`src/sv/mcrt_pkg.sv`:
```
`timescale 1ns / 1ps
// ----------------------------------------------------------------------------
// mcrt_pkg
// Shared types and constants of the March C- RAM test engine.
// ----------------------------------------------------------------------------
package mcrt_pkg;

   localparam int ADDR_W     = 30;
   localparam int DATA_W     = 32;
   localparam int WCFG_W     = 9;
   localparam int CSR_IDX_W  = 1;
   localparam int CSR_DATA_W = 30;

   // register indexes of the configuration port
   localparam logic [CSR_IDX_W-1:0] CSR_TEST_BASE  = 1'b0;
   localparam logic [CSR_IDX_W-1:0] CSR_TEST_WORDS = 1'b1;

   localparam logic [WCFG_W-1:0] TEST_WORDS_RST = 9'd256;

   localparam logic [DATA_W-1:0] PAT_ZEROS = 32'h0000_0000;
   localparam logic [DATA_W-1:0] PAT_ONES  = 32'hFFFF_FFFF;

   typedef struct packed {
      logic              start_req;
      logic [DATA_W-1:0] read_data;
   } req_type;

   typedef struct packed {
      logic              access_valid;
      logic [ADDR_W-1:0] mem_address;
      logic              write_enable;
      logic [DATA_W-1:0] write_data;
      logic              busy_res;
      logic              done_res;
      logic              failed;
   } rsp_type;

endpackage

```
`src/sv/mcrt_rsp_if.sv`:
```
`timescale 1ns / 1ps
// ----------------------------------------------------------------------------
// mcrt_rsp_if
// Response channel: one memory access and status, valid/ready handshake.
// ----------------------------------------------------------------------------
interface mcrt_rsp_if;
   logic              valid;
   logic              ready;
   mcrt_pkg::rsp_type payload;

   modport source (output valid, output payload, input ready);
   modport sink   (input valid, input payload, output ready);
endinterface

```
`src/sv/mcrt_out_buf.sv`:
```
`timescale 1ns / 1ps
// ----------------------------------------------------------------------------
// mcrt_out_buf
// Two-entry output register with skid stage for the response channel.
// ----------------------------------------------------------------------------
module mcrt_out_buf (
   input  logic              clock,
   input  logic              reset,
   input  logic              push,
   input  mcrt_pkg::rsp_type push_data,
   output logic              push_ready,
   mcrt_rsp_if.source        rsp_chan
);
   import mcrt_pkg::*;

   logic    out_valid_ff, out_valid_in;
   logic    skid_valid_ff, skid_valid_in;
   rsp_type out_data_ff, out_data_in;
   rsp_type skid_data_ff, skid_data_in;
   logic    pop;

   assign pop        = out_valid_ff && rsp_chan.ready;
   assign push_ready = !skid_valid_ff;

   always_comb begin
      out_valid_in  = out_valid_ff;
      skid_valid_in = skid_valid_ff;
      out_data_in   = out_data_ff;
      skid_data_in  = skid_data_ff;
      if (pop) begin
         if (skid_valid_ff) begin
            out_data_in   = skid_data_ff;
            skid_valid_in = 1'b0;
         end else begin
            out_valid_in = 1'b0;
         end
      end
      if (push) begin
         if (out_valid_in) begin
            skid_data_in  = push_data;
            skid_valid_in = 1'b1;
         end else begin
            out_data_in  = push_data;
            out_valid_in = 1'b1;
         end
      end
   end

   always_ff @(posedge clock) begin
      if (reset) begin
         out_valid_ff  <= 1'b0;
         skid_valid_ff <= 1'b0;
      end else begin
         out_valid_ff  <= out_valid_in;
         skid_valid_ff <= skid_valid_in;
      end
   end

   always_ff @(posedge clock) begin
      out_data_ff  <= out_data_in;
      skid_data_ff <= skid_data_in;
   end

   assign rsp_chan.valid   = out_valid_ff;
   assign rsp_chan.payload = out_data_ff;

   a_skid_order: assert property (@(posedge clock) disable iff (reset)
      skid_valid_ff |-> out_valid_ff)
      else $error("skid entry held without an output entry");

   a_skid_fill: assert property (@(posedge clock) disable iff (reset)
      push && out_valid_ff && !rsp_chan.ready |=> skid_valid_ff)
      else $error("beat pushed into a stalled output was dropped");

endmodule

```
`src/flat_wrapper.sv`:
```
// flat-port wrapper written by rule: the top's interface ports become plain ports
module mcrt_out_buf_flat import mcrt_pkg::*;
  (clock, reset, push, push_data, push_ready, rsp_chan_valid, rsp_chan_payload, rsp_chan_ready);
  mcrt_rsp_if rsp_chan_i ();
  input  logic clock;
  input  logic reset;
  input  logic push;
  input  mcrt_pkg::rsp_type push_data;
  output logic push_ready;
  output wire logic [$bits(rsp_chan_i.valid)-1:0] rsp_chan_valid;
  output wire logic [$bits(rsp_chan_i.payload)-1:0] rsp_chan_payload;
  input wire logic [$bits(rsp_chan_i.ready)-1:0] rsp_chan_ready;
  assign rsp_chan_valid = rsp_chan_i.valid;
  assign rsp_chan_payload = rsp_chan_i.payload;
  assign rsp_chan_i.ready = rsp_chan_ready;
  mcrt_out_buf u_core (.clock(clock), .reset(reset), .push(push), .push_data(push_data), .push_ready(push_ready), .rsp_chan(rsp_chan_i));
endmodule
```
`config.mk`:
```
export PLATFORM = sky130hd
export DESIGN_NAME = mcrt_out_buf_flat
export DESIGN_NICKNAME = d
export VERILOG_FILES = /design/src/sv/mcrt_pkg.sv /design/src/sv/mcrt_rsp_if.sv /design/src/sv/mcrt_out_buf.sv /design/src/flat_wrapper.sv
export SDC_FILE = /design/constraint.sdc
export NUM_CORES = 1
export LEC_CHECK = 0
export BUFFER_PORTS_ARGS = -buffer_cell sky130_fd_sc_hd__buf_4
export CELL_PAD_IN_SITES_DETAIL_PLACEMENT = 1
export CELL_PAD_IN_SITES_GLOBAL_PLACEMENT = 1
export CORE_ASPECT_RATIO = 1.5
export CORE_MARGIN = 4
export CORE_UTILIZATION = 44
export CTS_BUF_LIST = sky130_fd_sc_hd__clkbuf_8 sky130_fd_sc_hd__clkbuf_16
export DETAILED_ROUTE_END_ITERATION = 8
export PLACE_DENSITY_LB_ADDON = 0.1
export SETUP_SLACK_MARGIN = 0.15
export SLEW_MARGIN = 0
export SYNTH_ARGS = -nofsm -noshare
export SYNTH_HDL_FRONTEND = slang
export SYNTH_SLANG_ARGS = --single-unit
```
`constraint.sdc`:
```
create_clock -name clock -period 8.3 [get_ports clock]
set_input_delay 0.415 -clock clock [delete_from_list [all_inputs] [get_ports clock]]
set_output_delay 0.415 -clock clock [all_outputs]
set_load 0.03 [all_outputs]
```
Word-level counts from Yosys, hierarchy flattened. Cells that the tools add are included. Widths: inputs -> output; s select.

Flip-flop bits (word level): 136. Input port bits: 71. Output and inout bits: 69.

Muxes and demuxes: 10. Reductions and logical operators: 3.

Operators by type and width (number): $mux 67 (4); $mux 1 (6); $reduce_and 2->1 (1); $logic_and 1x1->1 (1); $logic_not 1->1 (1).

Longest topological paths before layout.
Word-level depth: 4. Mapped depth: 6.

Worst setup path before layout. Ideal clock, no wire load.

Path kind: register -> register. Start point: register u_core.out_valid_ff (netlist: u_core.rsp_chan.valid). End point: register u_core.skid_data_ff[0] (netlist bit) (enable). Library setup time: 0.433 ns. Path slack: 5.258 ns. Clock period less this slack: 3.042 ns. Stages on the path, launching flop included: 4. Required time: 7.867 ns. Arrival time: 2.609 ns. Cell sequence: dfxtp_1 buf_4 buf_2 and3_1.

Word-level cells in the longest chain between the ends: 3. Elaborated cells on any way between the ends: 4.

RTL lines: from (decl) (line mcrt_out_buf.sv:16) `logic out_valid_ff, out_valid_in;`; from (signal assigned) (line mcrt_out_buf.sv:54) `out_valid_ff <= out_valid_in;`; $mux 1 or $logic_and 1x1->1 (tied branches) (line mcrt_out_buf.sv:31, mcrt_out_buf.sv:22); $mux 1 (*) (line mcrt_out_buf.sv:30) `if (pop) begin`; $reduce_and 2->1 (no line) (*); to (signal assigned) (line mcrt_out_buf.sv:61) `skid_data_ff <= skid_data_in;`; to (decl) (line mcrt_out_buf.sv:19) `rsp_type skid_data_ff, skid_data_in;`.

Every way passes the cells marked *; elsewhere a longest branch is shown, timed or not. A chain may end at the register's enable or synchronous reset.

Worst setup path in the final report.
Start point: register u_core.out_valid_ff (netlist: u_core.rsp_chan.valid). End point: register u_core.skid_data_ff[41] (netlist bit) (enable).

Same word-level chain as after synthesis.

==> flow_summary_export.csv <==
group,metric,value,unit
power,clock_power_share,39.0,%
global_route,track_usage,21.6,%
global_route,grt_pass1_wl,23800,um
critical_path,crit_fanout,74,
sta,max_freq,0.340,GHz
critical_path,startpoint_type,"register",
run,drv_cap,0,
power,ir_drop,0.137,mV
sta,fin_crit_sh,35.4,%
sta,fin_crit,2.94,ns
worst_hold_path,min_delay_path_depth,2,
global_route,grtUsageMet2,40.1,%
layout,final.fill_count,1289,
floorplanning,placeableCoreArea,12000,um2
floorplanning,die_h,143,um
sta,worst_pin_slew,1.09,ns
logic_synthesis,syn-num-nets,525,
power,p_per_area,268,nW/um2
logic_synthesis,avgSynthCellArea,11.8,um2
sta,setup_viol,0,
sta,maxSlewViolCount,0,
clock_network,post_cts_resized,0,
layout,seqCellArea,3400,um2
logic_synthesis,ys_warn_count,0,
clock_network,cts_root_buf,"clkbuf_16",
clock_network,clock_latency,0.41,ns
critical_path,required,8.35,ns
logic_synthesis,yosysTopAreaCell,"edfxtp_1",
drt,vias,4164,
clock_network,clock-sinks,136,
power,power.switching,0.541,mW
sta,fin_skew,0.0113,ns
layout,layout.nets,650,
clock_network,hold_buffers,0,
sta,hold_viol_final,0,
global_route,grt-ovfl-total,0,
sta,setup_tns,0,ns
place,gp_congestion,0.735,
global_route,grt_max_degree,75,
floorplanning,initial_core_util,44.8,%
drt,finalWirelength,15100,um
logic_synthesis,syn_area,5350,um2
power,total_power,1.88,mW
floorplanning,die_x,98.0,um
layout,antenna_cells,0,
logic_synthesis,synth_top_area_share,37.6,%
logic_synthesis,synth.ff_latch_count,136,
layout,final_layout_size_suffix_gt1_share,35.3,%
global_route,grt_pass1_vias,4567,
power,seq_power_share,43.4,%
global_route,grt-busiest-layer,"met2",
logic_synthesis,synthTopCellsByArea,"edfxtp_1, dfxtp_1, a221oi_2, o22ai_1, a221oi_1",
global_route,antenna_found_initial,0,
worst_hold_path,hp-class,"in -> reg",
clock_network,cts_tree,"built",
clock_network,ctsHtreeMaxLevel,4,
drt,drt_iter0_drc,134,
critical_path,critPathKind,"reg -> reg",
drt,route.detailed.drc,0,
global_route,use_met1,23.6,%
sta,slew_headroom,27.2,%
outcome,status,"finished, final reports clean",
clock_network,post_cts_buffers,0,
floorplanning,fp-row-count,49,
drt,drtAntennaViolNets,0,
global_route,grt_use_met3,5.28,%
power,p_int,1.34,mW
floorplanning,die-area,14000,um2
logic_synthesis,yosysUniqueCellTypes,19,
sta,rsz0062_at_grt,"no",
floorplanning,num_io_pins,140,
clock_network,clkTransAtPathRegs,0.06,ns
power,comb_power_share,17.6,%
clock_network,cts_made_buffers,17,
power,p_leak,2.91,nW
drt,vias_per_cell,5.59,
logic_synthesis,yosysSeqAreaShare,63.4,%
critical_path,worstPathArrival,2.99,ns
place,dp_hpwl,9230,um
layout,syn_to_final_growth,31.3,%
layout,multi_input_area,1530,um2
power,sw_frac_of_total,28.8,%
logic_synthesis,synthCells,454,
place,port_buffers,139,
critical_path,worstRegToRegCells,2,
clock_network,clk_path_buf_depth,2,
drt,first_pass_iters,4,
sta,fin_hold_ws,0.171,ns
drt,wl_per_cell,20.2,um
layout,post-route-util,58.8,%
critical_path,end_kind,"register",
placed cells by master (no fill, tap or decap):
cell	n
clkinv_2	1
nor2_1	68
nor2b_1	1
o21ai_0	1
a221oi_1	37
a21oi_1	2
a21boi_4	1
dfxtp_1	68
clkbuf_16	17
clkinvlp_4	7
dfxtp_4	1
a21o_2	1
buf_4	143
bufinv_16	2
clkinv_4	4
inv_1	68
nand2_2	1
clkinv_1	1
edfxtp_1	67
o22ai_1	67
nand2_1	2
nand2b_1	1
a221oi_2	30
and3_2	1
path summary, 6_finish.rpt:
path / from / to / slack (ns)
worst max-delay path: u_core.rsp_chan.valid / u_core.skid_data_ff[41] / 5.36
worst min-delay path: reset / u_core.skid_valid_ff / 0.17
worst max register to register: u_core.rsp_chan.valid / u_core.skid_data_ff[41] / 5.36
worst min register to register: u_core.rsp_chan.payload[32] / u_core.rsp_chan.payload[32] / 0.52
cell usage after synthesis:
cell,count
edfxtp_1,67
nand2_1,3
buf_6,3
a221oi_2,30
nor2_1,68
a21o_1,1
a21oi_1,2
a221oi_1,37
o21ai_0,1
dfxtp_1,69
and3_1,1
buf_2,17
nor2b_1,1
o22ai_1,67
inv_1,68
buf_4,3
nand2b_1,1
a21boi_1,1
clkbuf_1,14
layer usage:
layer  vias up  wire, um  share of wire [%]
met5         -         0                  0
met4         0       196                1.3
met3        13       639                4.2
met2       105      8270                 55
met1      2082      5960                 40
li1       1964         -                  -
kinds of logic (layout without fill, tap and decap cells):
kind of cell	count (synthesis)	in the layout	share of synthesized area (%)
buffers and inverters	105	243	8.39
and+or+nand+nor	74	74	5.33
DFF	136	136	63.4
AOI/OAI and AO/OA	139	139	22.9
cell type report:
type | count | area share [%]
Sequential cell | 136 | 48.4
Multi-Input combinational cell | 213 | 21.7
Clock buffer | 17 | 6.06
Inverter | 68 | 3.63
Timing Repair Buffer | 143 | 15.3
Tap cell | 153 | 2.73
Clock inverter | 15 | 2.23
flip-flops by register name, summed over array words and instances (netlist names):
signal                   flops
u_core.rsp_chan.payload     67
u_core.skid_data_ff         67
u_core.rsp_chan.valid        1
u_core.skid_valid_ff         1
stage by stage:
step	cell area, um2	setup WS, ns	cells
finish	7020	5.36	745
detailed placement	6440	4.96	713
CTS	7020	5.29	745
floorplan	5350	5.26	454
global placement	6440	5.02	713
global route	7020	5.15	745
power by group through the flow:
stage / logic [mW] / clock network (mW) / registers, mW
3_3_place_gp: 0.323 / 0 / 0.827
3_5_place_dp: 0.332 / 0 / 0.830
4_1_cts: 0.334 / 0.747 / 0.817
2_1_floorplan: 0.120 / 0 / 0.901
5_1_grt: 0.354 / 0.777 / 0.826
6_report: 0.331 / 0.732 / 0.816
worst max-delay path: stages, from the launching register on:
cell,delay (ns)
dfxtp_4,1.08
and3_2,0.90
buf_4,0.57
Power figures use the tool's default switching activity.
