`config.mk`:
```
export PLATFORM = sky130hd
export DESIGN_NAME = mcrt_step
export DESIGN_NICKNAME = d
export VERILOG_FILES = /design/src/sv/mcrt_pkg.sv /design/src/sv/mcrt_step.sv
export SDC_FILE = /design/constraint.sdc
export NUM_CORES = 1
export LEC_CHECK = 0
export ABC_CLOCK_PERIOD_IN_PS = 6300
export BUFFER_PORTS_ARGS = -buffer_cell sky130_fd_sc_hd__buf_2
export CAP_MARGIN = 20
export CORE_ASPECT_RATIO = 0.6
export CORE_MARGIN = 5
export CORE_UTILIZATION = 25
export CTS_CLUSTER_SIZE = 30
export DETAILED_ROUTE_END_ITERATION = 8
export PLACE_DENSITY = 0.57
export SLEW_MARGIN = 40
export SYNTH_ARGS = -nofsm -noshare
export SYNTH_HDL_FRONTEND = slang
export SYNTH_SLANG_ARGS = --single-unit
```
`constraint.sdc`:
```
create_clock -name clock -period 6.3 [get_ports clock]
set_clock_uncertainty 0.15 [all_clocks]
set_input_delay 0.315 -clock clock [delete_from_list [all_inputs] [get_ports clock]]
set_output_delay 0.315 -clock clock [all_outputs]
set_load 0.05 [all_outputs]
```
`src/sv/mcrt_pkg.sv`:
```
`timescale 1ns / 1ps
// ----------------------------------------------------------------------------
// mcrt_pkg
// Shared types and constants of the March C- RAM test engine.
// ----------------------------------------------------------------------------
package mcrt_pkg;

   localparam int ADDR_W     = 30;
   localparam int DATA_W     = 32;
   localparam int WCFG_W     = 9;
   localparam int CSR_IDX_W  = 1;
   localparam int CSR_DATA_W = 30;

   // register indexes of the configuration port
   localparam logic [CSR_IDX_W-1:0] CSR_TEST_BASE  = 1'b0;
   localparam logic [CSR_IDX_W-1:0] CSR_TEST_WORDS = 1'b1;

   localparam logic [WCFG_W-1:0] TEST_WORDS_RST = 9'd256;

   localparam logic [DATA_W-1:0] PAT_ZEROS = 32'h0000_0000;
   localparam logic [DATA_W-1:0] PAT_ONES  = 32'hFFFF_FFFF;

   typedef struct packed {
      logic              start_req;
      logic [DATA_W-1:0] read_data;
   } req_type;

   typedef struct packed {
      logic              access_valid;
      logic [ADDR_W-1:0] mem_address;
      logic              write_enable;
      logic [DATA_W-1:0] write_data;
      logic              busy_res;
      logic              done_res;
      logic              failed;
   } rsp_type;

endpackage

```
`src/sv/mcrt_step.sv`:
```
`timescale 1ns / 1ps
// ----------------------------------------------------------------------------
// mcrt_step
// Sequencer state, configuration registers and the per-beat step logic.
// ----------------------------------------------------------------------------
module mcrt_step #(
   parameter int WORDS = 256
) (
   input  logic                                        clock,
   input  logic                                        reset,
   input  logic                                        accept,
   input  mcrt_pkg::req_type                           req,
   output mcrt_pkg::rsp_type                           rsp,
   input  logic                                        csr_we,
   input  logic [mcrt_pkg::CSR_IDX_W-1:0]              csr_index,
   input  logic [mcrt_pkg::CSR_DATA_W-1:0]             csr_wdata,
   output logic                                        bk_we,
   output logic [((WORDS > 1) ? $clog2(WORDS) : 1)-1:0] bk_waddr,
   output logic [mcrt_pkg::DATA_W-1:0]                 bk_wdata,
   output logic [((WORDS > 1) ? $clog2(WORDS) : 1)-1:0] bk_raddr,
   input  logic [mcrt_pkg::DATA_W-1:0]                 bk_rdata
);
   import mcrt_pkg::*;

   localparam int IDX_W = (WORDS > 1) ? $clog2(WORDS) : 1;
   localparam int CNT_W = $clog2(WORDS + 1);
   localparam int CMP_W = (CNT_W > WCFG_W) ? CNT_W : WCFG_W;
   localparam int PH_W  = 4;

   localparam logic [PH_W-1:0] PH_IDLE    = 4'd0;
   localparam logic [PH_W-1:0] PH_BACKUP  = 4'd1;
   localparam logic [PH_W-1:0] PH_W0      = 4'd2;
   localparam logic [PH_W-1:0] PH_UP_R0W1 = 4'd3;
   localparam logic [PH_W-1:0] PH_UP_R1W0 = 4'd4;
   localparam logic [PH_W-1:0] PH_DN_R0W1 = 4'd5;
   localparam logic [PH_W-1:0] PH_DN_R1W0 = 4'd6;
   localparam logic [PH_W-1:0] PH_R0      = 4'd7;
   localparam logic [PH_W-1:0] PH_RESTORE = 4'd8;

   logic [ADDR_W-1:0] base_ff;
   logic [WCFG_W-1:0] words_ff;
   logic [PH_W-1:0]   phase_ff, phase_in;
   logic [IDX_W-1:0]  idx_ff, idx_in;
   logic              await_ff, await_in;
   logic              fail_ff, fail_in;
   logic [DATA_W-1:0] word0_ff;

   logic [CMP_W-1:0]  words_ext, cnt_wide;
   logic [IDX_W-1:0]  last_idx;
   logic              do_wr;
   logic [DATA_W-1:0] expect_pat;
   logic [PH_W+IDX_W-1:0] pos;

   function automatic logic is_down(input logic [PH_W-1:0] p);
      return (p == PH_DN_R0W1) || (p == PH_DN_R1W0);
   endfunction

   function automatic logic [DATA_W-1:0] expect_of(input logic [PH_W-1:0] p);
      return ((p == PH_UP_R1W0) || (p == PH_DN_R1W0)) ? PAT_ONES : PAT_ZEROS;
   endfunction

   // step past the current word; at the end of an element enter the next one
   function automatic logic [PH_W+IDX_W-1:0] advance(input logic [PH_W-1:0]  p,
                                                      input logic [IDX_W-1:0] i,
                                                      input logic [IDX_W-1:0] last);
      logic [PH_W-1:0]  p_n;
      logic [IDX_W-1:0] i_n;
      logic             wrap;
      wrap = is_down(p) ? (i == '0) : (i == last);
      p_n  = p;
      i_n  = is_down(p) ? i - 1'b1 : i + 1'b1;
      if (wrap) begin
         p_n = p + 1'b1;
         i_n = is_down(p + 1'b1) ? last : '0;
      end
      return {p_n, i_n};
   endfunction

   // effective word count: 0 acts as 1, above WORDS acts as WORDS
   assign words_ext = CMP_W'(words_ff);
   always_comb begin
      if (words_ext == '0) begin
         cnt_wide = CMP_W'(1);
      end else if (words_ext > CMP_W'(WORDS)) begin
         cnt_wide = CMP_W'(WORDS);
      end else begin
         cnt_wide = words_ext;
      end
   end
   assign last_idx = IDX_W'(cnt_wide - CMP_W'(1));

   always_comb begin
      phase_in   = phase_ff;
      idx_in     = idx_ff;
      await_in   = await_ff;
      fail_in    = fail_ff;
      rsp        = '0;
      bk_we      = 1'b0;
      bk_waddr   = idx_ff;
      bk_wdata   = req.read_data;
      do_wr      = 1'b0;
      expect_pat = PAT_ZEROS;
      pos        = '0;

      if (phase_ff != PH_IDLE || req.start_req) begin
         if (phase_ff == PH_IDLE) begin
            fail_in  = 1'b0;
            await_in = 1'b0;
            phase_in = PH_BACKUP;
            idx_in   = '0;
         end

         if (await_in) begin
            await_in   = 1'b0;
            expect_pat = expect_of(phase_in);
            if (phase_in == PH_BACKUP) begin
               bk_we = 1'b1;
               if (idx_in == last_idx) begin
                  phase_in = PH_W0;
                  idx_in   = '0;
               end else begin
                  idx_in = idx_in + 1'b1;
               end
            end else if (phase_in >= PH_UP_R0W1 && phase_in <= PH_R0) begin
               if (req.read_data != expect_pat) begin
                  fail_in  = 1'b1;
                  phase_in = PH_RESTORE;
                  idx_in   = '0;
               end else if (phase_in == PH_R0) begin
                  pos      = advance(phase_in, idx_in, last_idx);
                  phase_in = pos[PH_W+IDX_W-1:IDX_W];
                  idx_in   = pos[IDX_W-1:0];
               end else begin
                  do_wr = 1'b1;
               end
            end
         end

         rsp.access_valid = 1'b1;
         rsp.busy_res     = 1'b1;
         rsp.mem_address  = base_ff + ADDR_W'(idx_in);

         if (do_wr || phase_in == PH_W0) begin
            rsp.write_enable = 1'b1;
            rsp.write_data   = do_wr ? ~expect_pat : PAT_ZEROS;
            pos      = advance(phase_in, idx_in, last_idx);
            phase_in = pos[PH_W+IDX_W-1:IDX_W];
            idx_in   = pos[IDX_W-1:0];
         end else if (phase_in == PH_RESTORE) begin
            rsp.write_enable = 1'b1;
            // word 0 is needed on the entry beat, before the RAM can be read
            rsp.write_data   = (idx_in == '0) ? word0_ff : bk_rdata;
            if (idx_in == last_idx) begin
               rsp.done_res = 1'b1;
               rsp.failed   = fail_in;
               phase_in     = PH_IDLE;
               idx_in       = '0;
            end else begin
               idx_in = idx_in + 1'b1;
            end
         end else begin
            await_in = 1'b1;
         end
      end
   end

   // read ahead so that the RAM presents backup[idx_ff] on the next beat
   assign bk_raddr = accept ? idx_in : idx_ff;

   always_ff @(posedge clock) begin
      if (reset) begin
         phase_ff <= PH_IDLE;
         idx_ff   <= '0;
         await_ff <= 1'b0;
         fail_ff  <= 1'b0;
         base_ff  <= '0;
         words_ff <= TEST_WORDS_RST;
      end else begin
         if (accept) begin
            phase_ff <= phase_in;
            idx_ff   <= idx_in;
            await_ff <= await_in;
            fail_ff  <= fail_in;
         end
         if (csr_we && phase_ff == PH_IDLE) begin
            unique case (csr_index)
               CSR_TEST_BASE: begin
                  base_ff <= csr_wdata[ADDR_W-1:0];
               end
               CSR_TEST_WORDS: begin
                  words_ff <= csr_wdata[WCFG_W-1:0];
               end
            endcase
         end
      end
   end

   always_ff @(posedge clock) begin
      if (accept && bk_we && bk_waddr == '0) begin
         word0_ff <= req.read_data;
      end
   end

   a_idle_clean: assert property (@(posedge clock) disable iff (reset)
      phase_ff == PH_IDLE |-> idx_ff == '0 && !await_ff)
      else $error("idle sequencer holds a word index or a pending read");

   a_idx_range: assert property (@(posedge clock) disable iff (reset)
      phase_ff != PH_IDLE |-> idx_ff <= last_idx)
      else $error("word index beyond the tested region");

   a_restore_no_read: assert property (@(posedge clock) disable iff (reset)
      phase_ff == PH_RESTORE |-> !await_ff)
      else $error("read pending during restore");

endmodule

```
# After elaboration in Yosys (flattened, before gate mapping)
# Index checks and enable logic that the tools add are counted.
[op_classes]
shifts = 0
n_reduce_logical = 20
n_lt_le_gt_ge = 3
n_mux = 67
n_eq_ne = 16
addsub = 8
n_mul = 0
n_div = 0
bitwise = 2
[ops]
columns = ["op", "count"]
rows = [
  ["$mux 8", 22],
  ["$mux 32", 5],
  ["$mux 67", 1],
  ["$mux 33", 2],
  ["$mux 4", 14],
  ["$eq 4x3->1 const B", 10],
  ["$ne 32x32->1", 1],
  ["$not 32->32", 1],
  ["$add 30x8->30", 1],
  ["$logic_not 8->1", 3],
  ["$sub 8x1->8 const B", 3],
  ["$mux 1", 20],
  ["$add 8x1->8 const B", 2],
  ["$eq 8x8->1", 2],
  ["$gt 9x9->1 const B", 1],
  ["$logic_not 9->1", 1],
  ["$add 4x1->4 const B", 2],
  ["$logic_or 1x1->1", 7],
  ["$mux 2", 3],
  ["$reduce_and 2->1", 3],
  ["$eq 4x1->1 const B", 1],
  ["$eq 4x2->1 const B", 1],
  ["$eq 4x4->1 const B", 1],
  ["$ge 4x2->1 const B", 1],
  ["other kinds (5)", 8],
]
[totals]
regBits = 85
input_bits = 100
latchBits = 0
memories = 0
elab_cells = 123
rom_bits = 0
out_inout_bits = 116
ram_bits = 0

# Depth between registers and ports, before layout
[logic_depth]
depth_word = 21
depth_mapped = 27
ltp_nobuf = 25

# Worst setup path before layout
# Ideal clock, no wire load.
[synth_timing]
path_type = "reg-to-output"
from = "register words_ff[4], in the netlist words_ext[4]"
to = "output bk_raddr[4] in the netlist's numbering"
arrival_time_ns = 6.215
slack_ns = -0.380
stages_incl_launch_ff = 21
t_required_ns = 5.835
n_path_buf = 2
path_cell_list = "dfxtp_1 or4_4 nor4_1 o21bai_1 ha_1 and4_1 a211oi_1 nor4_1 or4b_1 a31o_2 a222oi_1 inv_1 ha_1 nor2_1 nor2_1 and2_1 clkbuf_1 clkbuf_1 o311ai_1 a32oi_1 a221oi_1"
[synth_via]
elab_chain_cells = 21
elab_cells_between_ends = 47
classes_between = "add/sub (4); order compare (1); eq/ne (8); mux (29); reduce/logical (5)"
[synth_lines]
columns = ["item", "line_no", "source"]
rows = [
  ["start: declaration", "mcrt_step.sv:41", "logic [WCFG_W-1:0] words_ff;"],
  ["start signal: assignment", "mcrt_step.sv:191", "words_ff <= csr_wdata[WCFG_W-1:0];"],
  ["$gt 9x9->1", "mcrt_step.sv:84", "end else if (words_ext > CMP_W'(WORDS)) begin"],
  ["$mux 8", "mcrt_step.sv:84", ""],
  ["$mux 8 *", "mcrt_step.sv:82", "if (words_ext == '0) begin"],
  ["$sub 8x1->8 *", "mcrt_step.sv:90", "assign last_idx = IDX_W'(cnt_wide - CMP_W'(1));"],
  ["$eq 8x8->1", "mcrt_step.sv:69, mcrt_step.sv:118", ""],
  ["$mux 1", "mcrt_step.sv:69", "wrap = is_down(p) ? (i == '0) : (i == last);"],
  ["$mux 4", "mcrt_step.sv:72", "if (wrap) begin"],
  ["$mux 4", "mcrt_step.sv:129", "end else if (phase_in == PH_R0) begin"],
  ["(+5 left out)", "-", ""],
  ["$add 4x1->4", "mcrt_step.sv:74", "i_n = is_down(p + 1'b1) ? last : '0;"],
  ["$eq 4x3->1", "mcrt_step.sv:55", "return (p == PH_DN_R0W1) || (p == PH_DN_R1W0);"],
  ["$logic_or 1x1->1", "mcrt_step.sv:55", ""],
  ["$mux 8", "mcrt_step.sv:74", ""],
  ["$mux 8", "mcrt_step.sv:72", ""],
  ["$mux 8 *", "mcrt_step.sv:143", "if (do_wr || phase_in == PH_W0) begin"],
  ["$mux 8 *", "mcrt_step.sv:105", "if (phase_ff != PH_IDLE || req.start_req) begin"],
  ["$mux 8 *", "-", ""],
  ["end: declaration", "mcrt_step.sv:20", "output logic [((WORDS > 1) ? $clog2(WORDS) : 1)-1:0] bk_raddr,"],
]
# Mark *: on every way between the ends. The rest lies on a longest branch, timed or not. The select of a mux whose other input is x is not followed.

# Final worst setup path
[layout_timing]
from = "register words_ff[5], in the netlist words_ext[5]"
to = "output bk_raddr[4] in the netlist's numbering"
# Same word-level chain as after synthesis.

==> run summary <==
status: completed
synth warn: 0
crit share post-route: 98.5%
Crit Path Category: register to output pin
die area: 33000 um^2
Top FF cell, synth: dfxtp_1
Leak Pwr: 4.13 nW
syn_area_per_cell: 7.60 um^2
post-synth top area cell: dfxtp_1
starting DRC count in detailed routing: 765
Hold WS: 0.0145 ns
end point of the worst hold path: word0_ff[10]
CP Capture Type: output pin
RSZ-0062 raised after global routing: yes
#FFs+latches synth: 85
input/output buffers: 215
P&R area growth vs syn: 36.6%
CP required: 5.83 ns
clk_lat worst skew: 0.37 ns
PD cells: 192 nW/um^2
Die Ht: 143 um
Mapped Nets: 1084
Hold Crit Start: req[10]
Antenna Cells: 0
via count of the routed design: 8255
CTS tree: yes
r2r worst-path depth: 21
Initial Utilization: 25.4%
fraction of layout cells with a size suffix above 1: 38.3%
global-route wire length before repair: 45000 um
core area: 28800 um^2
Max clock buf depth: 2
total of max-cap violations: 0
gr usage total: 17.5%
Final Hold Fails: 0
Die W: 231 um
I/O pin count: 216
Yosys cell types: 85
Cells after Synth: 964
Setup-failing EPs final: 0
Clk pin slew, worst setup/hold paths: 0.07 ns
total power: 1.92 mW
dominant cells by area after synthesis: dfxtp_1 (14%), edfxtp_1 (13%), nand2_1 (6.5%), a21oi_1 (6.3%), nor2_1 (5.9%)
Post-synth EDFFs: 32
gpl congestion: 1.03
Fmax achieved: 0.161 GHz
RR Endpoint: phase_ff[0]
Worst-Margin Slew: 1.04 ns
final slew viol count: 0
Fin Setup TNS: 0 ns
FFs w/ async S/R, synth: 0%
post-layout util: 34.7%
Setup WS post-layout: 0.0925 ns
startpoint type of the worst setup path: register
Hold Crit Class: primary input to register
register area share after synthesis: 27.6%
clock sink total: 85
Routed Antenna Nets: 0
number of nets in the layout: 1304
Slew HR: 30.1%
Overflow after GRT: 0
Num CTS Buffers: 9
Clk Tree Root Cell: clkbuf_16
Vias/cell: 5.28
largest net degree at the start of global routing: 55
antenna violations before repair: 1
# DRC: 0
drt pass-1 iters: 5
via count of the first global-routing pass: 7571
mapped cell area: 7330 um^2
FF-to-FF Start: words_ext[5]
pre-CTS WS: -0.293 ns
Min-Delay Path Depth: 1
detailed placer's ending HPWL: 23500 um
Yosys top cell area share: 14.5%
Tmin final: 6.21 ns
CP max FO: 7
FP Rows: 48
VDD IR max: 0.141 mV
drt total wl: 30500 um
WP data arrival: 5.74 ns
H-Tree Depth: 3
reg2reg setup slack: 0.79 ns
routed len/inst: 19.5 um
[placed cells by master, fill, tap and decap left out, types with 9 or more instances in the layout]
cell / count
a211oi_1: 12
a21o_1: 12
a21oi_1: 86
a31oi_1: 9
buf_2: 197
buf_4: 88
buf_6: 13
clkbuf_16: 9
dfxtp_1: 51
edfxtp_1: 32
ha_1: 16
inv_1: 23
mux2_2: 33
mux2i_1: 15
nand2_1: 124
nand2b_1: 9
nand3_1: 27
nand4_1: 27
nor2_1: 95
nor2_2: 10
nor2_4: 12
nor3_1: 18
nor4_1: 14
o211ai_1: 9
o21ai_0: 24
xnor2_1: 19
xor2_1: 15
[critical path, stage by stage, from the launching register on]
cell and delay, ns:
dfxtp_2 0.32, or4_4 0.55, nor4_4 0.24, o21bai_2 0.12, ha_4 0.20, and4b_1 0.20, o31ai_4 0.25, and3b_2 0.27
or4b_4 0.60, a31o_2 0.26, a222oi_1 0.28, inv_1 0.12, ha_1 0.25, nor2_1 0.13, nor2_2 0.07, and2_4 0.17
buf_4 0.15, o311ai_0 0.34, a32oi_1 0.17, a221oi_2 0.46, buf_12 0.20
[worst max-delay path by stage]
stage,startpoint,end,depth (start not counted)
floorplan,words_ext[4],rsp[0],18
global placement,words_ext[4],rsp[65],25
detailed placement,words_ext[6],rsp[65],25
CTS,words_ext[6],rsp[55],25
global route,words_ext[5],rsp[65],28
finish,words_ext[5],bk_raddr[4],20
[logic make-up after synthesis]
logic type                 Yosys count  synth area share, %
AOI/OAI and AO/OA                  241                 21.7
buffers and inverters              122                 8.18
and+or+nand+nor                    404                 26.7
DFF                                 85                 27.6
muxes                               48                 7.12
adders and majority gates           20                 3.52
xor gates and xnor gates            44                 5.26
[flip-flops by register name (all words and copies together), names as in the netlist]
register	count
base_ff	30
await_ff	1
words_ext	9
word0_ff	32
fail_ff	1
phase_ff	4
bk_waddr	8
[timing repair]
action,4_1_cts,5_1_grt
endpoints found under the setup margin,63,34
cloned,0,0
gates resized for setup,37,79
pin swaps,15,39
buffers inserted,8,19
hold buffers,0,0
[Yosys cell counts (6+ instances only)]
| cell type | count |
|---|---|
| nand2_1 | 127 |
| buf_4 | 33 |
| mux2_2 | 33 |
| and2_1 | 8 |
| or3_1 | 6 |
| ha_1 | 19 |
| nor2_1 | 115 |
| a211oi_1 | 17 |
| nand3_1 | 31 |
| a21oi_1 | 92 |
| nand2b_1 | 9 |
| nor3_1 | 20 |
| xnor2_1 | 20 |
| clkbuf_1 | 53 |
| o211ai_1 | 9 |
| inv_1 | 23 |
| nor4_1 | 17 |
| dfxtp_1 | 53 |
| edfxtp_1 | 32 |
| nor2b_1 | 7 |
| o22ai_1 | 8 |
| buf_2 | 8 |
| o31ai_1 | 8 |
| o21ai_0 | 26 |
| xor2_1 | 24 |
| nand4_1 | 27 |
| a21o_1 | 13 |
| and3_1 | 6 |
| mux2i_1 | 15 |
| a31oi_1 | 9 |
[layer usage]
metal  GRT usage, %  up-vias  share of wire, %
li1               -     3904                 -
met1           25.1     3898                47
met2           25.8      426                42
met3           6.40       25                10
met4           2.81        2              0.79
met5              0        -             0.036
[per-stage QoR]
step	area [um^2]	instances
finish	10000	1564
floorplan	7440	964
detailed placement	9040	1521
CTS	9550	1545
global route	10000	1564
global placement	9040	1521
[report_power, final]
part	switching (mW)	leakage (nW)	internal, mW	total, mW
Clock	0.259	0.134	0.273	0.532
Sequential	0.0328	0.721	0.591	0.624
Combinational	0.482	3.28	0.281	0.763
Total	0.773	4.13	1.15	1.92
[layout make-up]
type / instances / area, um^2
inverters: 26 / 97.6
flip-flops and latches: 85 / 2020
repair buffers: 305 / 1900
fillers: 3092 / 18800
clock inverters: 7 / 57.6
clock buffers: 9 / 225
well taps: 375 / 469
multi-input cells: 757 / 5240
Power figures use the tool's default switching activity.
